**src/rtl/dhks_pkg.sv**
```systemverilog
// dhks_pkg: shared types and constants for the double-hashed key set
// no dependencies; imported by dhks_csub, dhks_mem and double_hash_key_set
`timescale 1ns / 1ps

package dhks_pkg;

   // fixed field widths of the request and response words
   localparam int CMD_WIDTH   = 2;
   localparam int KEY_WIDTH   = 32;
   localparam int STAT_WIDTH  = 2;
   localparam int SLOT_WIDTH  = 9;
   localparam int COUNT_WIDTH = 9;

   // request commands
   typedef enum logic [CMD_WIDTH-1:0] {
      CMD_INSERT = 2'd0,
      CMD_REMOVE = 2'd1,
      CMD_CLEAR  = 2'd2,
      CMD_UNUSED = 2'd3
   } cmd_type;

   // response status codes
   typedef enum logic [STAT_WIDTH-1:0] {
      STS_OK       = 2'd0,
      STS_FULL     = 2'd1,
      STS_MISSING  = 2'd2,
      STS_RESERVED = 2'd3
   } status_type;

   // per-slot tag kept beside each stored key
   typedef enum logic [1:0] {
      TAG_FREE = 2'd0,
      TAG_LIVE = 2'd1,
      TAG_TOMB = 2'd2
   } tag_type;

   // sequencer states
   typedef enum logic [3:0] {
      ST_CLEAR,
      ST_IDLE,
      ST_MUL,
      ST_QD,
      ST_FIX,
      ST_BACK,
      ST_PROBE_RD,
      ST_PROBE_CHK,
      ST_RESP
   } state_type;

endpackage

```
**src/rtl/dhks_csub.sv**
```systemverilog
// dhks_csub: shared compare-and-subtract unit, y = (a >= b) ? a - b : a
// depends on dhks_pkg; used for modulo reduction and probe index stepping
`timescale 1ns / 1ps

module dhks_csub #(
   parameter int W = 10
) (
   input  logic [W-1:0] a,
   input  logic [W-1:0] b,
   output logic [W-1:0] y
);
   import dhks_pkg::*;

   logic [W:0] diff;

   // one subtract, borrow picks the result
   always_comb begin
      diff = {1'b0, a} - {1'b0, b};
      y    = diff[W] ? a : diff[W-1:0];
   end

endmodule

```
**config.mk**
```make
export PLATFORM = sky130hd
export DESIGN_NAME = dhks_csub
export DESIGN_NICKNAME = d
export VERILOG_FILES = /design/src/rtl/dhks_pkg.sv /design/src/rtl/dhks_csub.sv
export SDC_FILE = /design/constraint.sdc
export NUM_CORES = 1
export LEC_CHECK = 0
export ABC_AREA = 1
export BUFFER_PORTS_ARGS = -buffer_cell sky130_fd_sc_hd__buf_4
export CAP_MARGIN = 20
export CELL_PAD_IN_SITES_DETAIL_PLACEMENT = 0
export CELL_PAD_IN_SITES_GLOBAL_PLACEMENT = 1
export CORE_MARGIN = 1.5
export CORE_UTILIZATION = 37
export DETAILED_ROUTE_END_ITERATION = 12
export PLACE_DENSITY_LB_ADDON = 0.08
export SETUP_SLACK_MARGIN = 0.3
export SYNTH_ARGS = -nofsm -noshare
export SYNTH_HDL_FRONTEND = slang
export SYNTH_SLANG_ARGS = --single-unit
```
**constraint.sdc**
```tcl
create_clock -name vclk -period 4.11
set_clock_uncertainty 0.2 [all_clocks]
set_input_delay 0.6165 -clock vclk [all_inputs]
set_output_delay 0.6165 -clock vclk [all_outputs]
set_load 0.03 [all_outputs]
```
==> flow_metrics.py <==
metrics = {
    "placed_design": {
        "dp_hpwl_um": 1497,
        "placedCellCount": 187,
        "gp_congestion": 0.8339,
        "place_ws_ps": 1031,
        "port_buffers": 30,
        "dpl-instance-area_mm2": 0.001017,
    },
    "logic_synthesis": {
        "yosysSeqAreaShare": 0,
        "yosys_warnings": 0,
        "synth_fp_nets": 162,
        "ys_types": 23,
        "avgSynthCellArea_um2": 5.941,
        "syn_inst": 131,
        "syn-cell-area_um2": 778.2,
    },
    "clock_tree": {
        "ctsResizeCount": 0,
        "postCtsHoldBufs": 0,
        "postCtsSetupBuffers": 0,
    },
    "final_layout": {
        "fin_cells": 187,
        "synthToLayoutAreaGrowth_pct": 30.71,
        "fin_area_mm2": 0.001017,
        "seq_cells": 0,
        "regArea_um2": 0,
        "drive_above_1_share": 0.3063,
        "final_util": 0.5185,
        "nFillCells": 221,
        "diodes": 0,
        "nClkBuffers": 0,
        "final_nets": 193,
    },
    "pwr": {
        "vdd_drop_max_mv": 0.1140,
        "pwr_density_cell_mw_per_mm2": 189.1,
        "power_leakage_nw": 0.6114,
        "total_power_mw": 0.1924,
    },
    "floorplan": {
        "ios": 30,
        "rows": 16,
        "die_area_mm2": 0.002387,
        "core_area_mm2": 0.001962,
        "initial_core_util": 0.3967,
        "fp.dieH_um": 48.86,
        "die_w_um": 48.86,
    },
    "drt": {
        "drc_errors": 0,
        "ant_nets": 0,
        "routedWlPerCell_um": 9.225,
        "drt-total-wl_um": 1725,
        "drt_iter0_drc": 5,
        "vias_per_cell": 4.529,
        "vias": 847,
        "firstDrtPassIters": 3,
    },
    "sta": {
        "fin_ws_ps": 1031,
        "timing.slew.headroom": 0.7959,
        "tns_ps": 0,
        "fin_crit_sh": 0.7491,
        "rsz0062_at_grt": "false",
        "worstMarginPinSlew_ps": 306.1,
        "period_minus_slack_ps": 3079,
        "setup-violations-final": 0,
        "slew_violations": 0,
        "hold_viol": 0,
        "whs_ps": 1415,
        "fmax_mhz": 324.8,
    },
    "global_route": {
        "antenna_found_initial": 0,
        "grt_max_degree": 18,
        "grt_util_all_layers": 0.1524,
        "grt_pass1_vias": 782,
        "grt_overflow": 0,
        "grt_pass1_wl_um": 3160,
    },
    "hold_path": {
        "hold_class": "primary input to output pin",
    },
    "worst_setup_path": {
        "crit_fanout": 17,
        "arrival_ps": 2260,
        "crit_required_ps": 3290,
        "path_class": "primary input to output pin",
        "cp_slowest_cell": "fa_1",
        "crit_chain": "buf_4, inv_1, ha_1, fa_1, inv_1, nand3_2, nand3_4, nand3_1, o21ai_2, buf_4",
        "worstSetupStartpointType": "primary input",
        "cpPeakStageDelay_ps": 400,
        "endpoint_kind": "output pin",
    },
    "job": {
        "maxCapViolations": 0,
    },
    "run_status": {
        "outcome": "finished, final reports clean",
    },
}
## cell usage after synthesis, drive strengths merged, types with 2 or more instances
| cell type | number | share of area |
|---|---|---|
| xor2 | 2 | 0.023 |
| nand3 | 13 | 0.13 |
| inv | 29 | 0.14 |
| nand2 | 43 | 0.21 |
| nor2 | 10 | 0.061 |
| nand4 | 4 | 0.032 |
| nand3b | 4 | 0.039 |
| a21oi | 4 | 0.045 |
| ha | 10 | 0.16 |
| o21ai | 7 | 0.079 |
## final cells by class
| type | count | area [um2] | share of cell area |
|---|---|---|---|
| Multi-Input combinational cell | 101 | 649.4 | 0.6384 |
| Inverter | 29 | 108.9 | 0.1070 |
| Tap cell | 27 | 33.78 | 0.03321 |
| Timing Repair Buffer | 30 | 225.2 | 0.2214 |
## worst max-delay path: cells and delay by family
| kind | cells | cell delay [ps] |
|---|---|---|
| fa+ha+maj | 2 | 620 |
| buf+inv | 4 | 410 |
| compound gates | 1 | 80 |
| simple gates | 3 | 530 |
## cell families after synthesis
kind of cell             share of synthesized area
XOR/XNOR                                   0.03377
buffers and inverters                       0.1656
AO/OA/AOI/OAI                               0.1431
adder cells (fa/ha/maj)                     0.1865
AND/OR/NAND/NOR                             0.4711
## cell usage in the layout (no fill, tap or decap)
master / count
ha_1: 10
a21oi_1: 2
nand3_4: 1
nor2_4: 1
buf_4: 30
o21bai_1: 1
nor2_2: 1
inv_2: 1
o21ai_2: 7
nand3_2: 4
a21oi_4: 1
inv_1: 28
nor2_1: 8
nand2_2: 2
nand2_1: 41
xor2_1: 2
nand3_1: 8
xnor2_1: 1
nand4_1: 4
fa_1: 1
a21o_1: 1
nand3b_1: 4
a21oi_2: 1
## power breakdown
group	switching (mW)	total, mW	leakage (nW)	internal [mW]
Combinational	0.116	0.192	0.611	0.0763
Clock	0	0	0	0
Sequential	0	0	0	0
Total	0.116	0.192	0.611	0.0763
## routing by layer
| metal | share of wire | vias to the layer above | global-route usage |
|---|---|---|---|
| li1 | - | 473 | - |
| met1 | 0.50 | 359 | 0.2078 |
| met2 | 0.48 | 15 | 0.2854 |
| met3 | 0.024 | 0 | 0 |
| met4 | 0 | 0 | 0 |
| met5 | 0 | - | 0 |
## path summary, 6_finish.rpt
path / startpoint / end / depth (start not counted)
min: a[2] / y[2] / 4
max: a[0] / y[5] / 10
(Power assumes the default switching activity.)
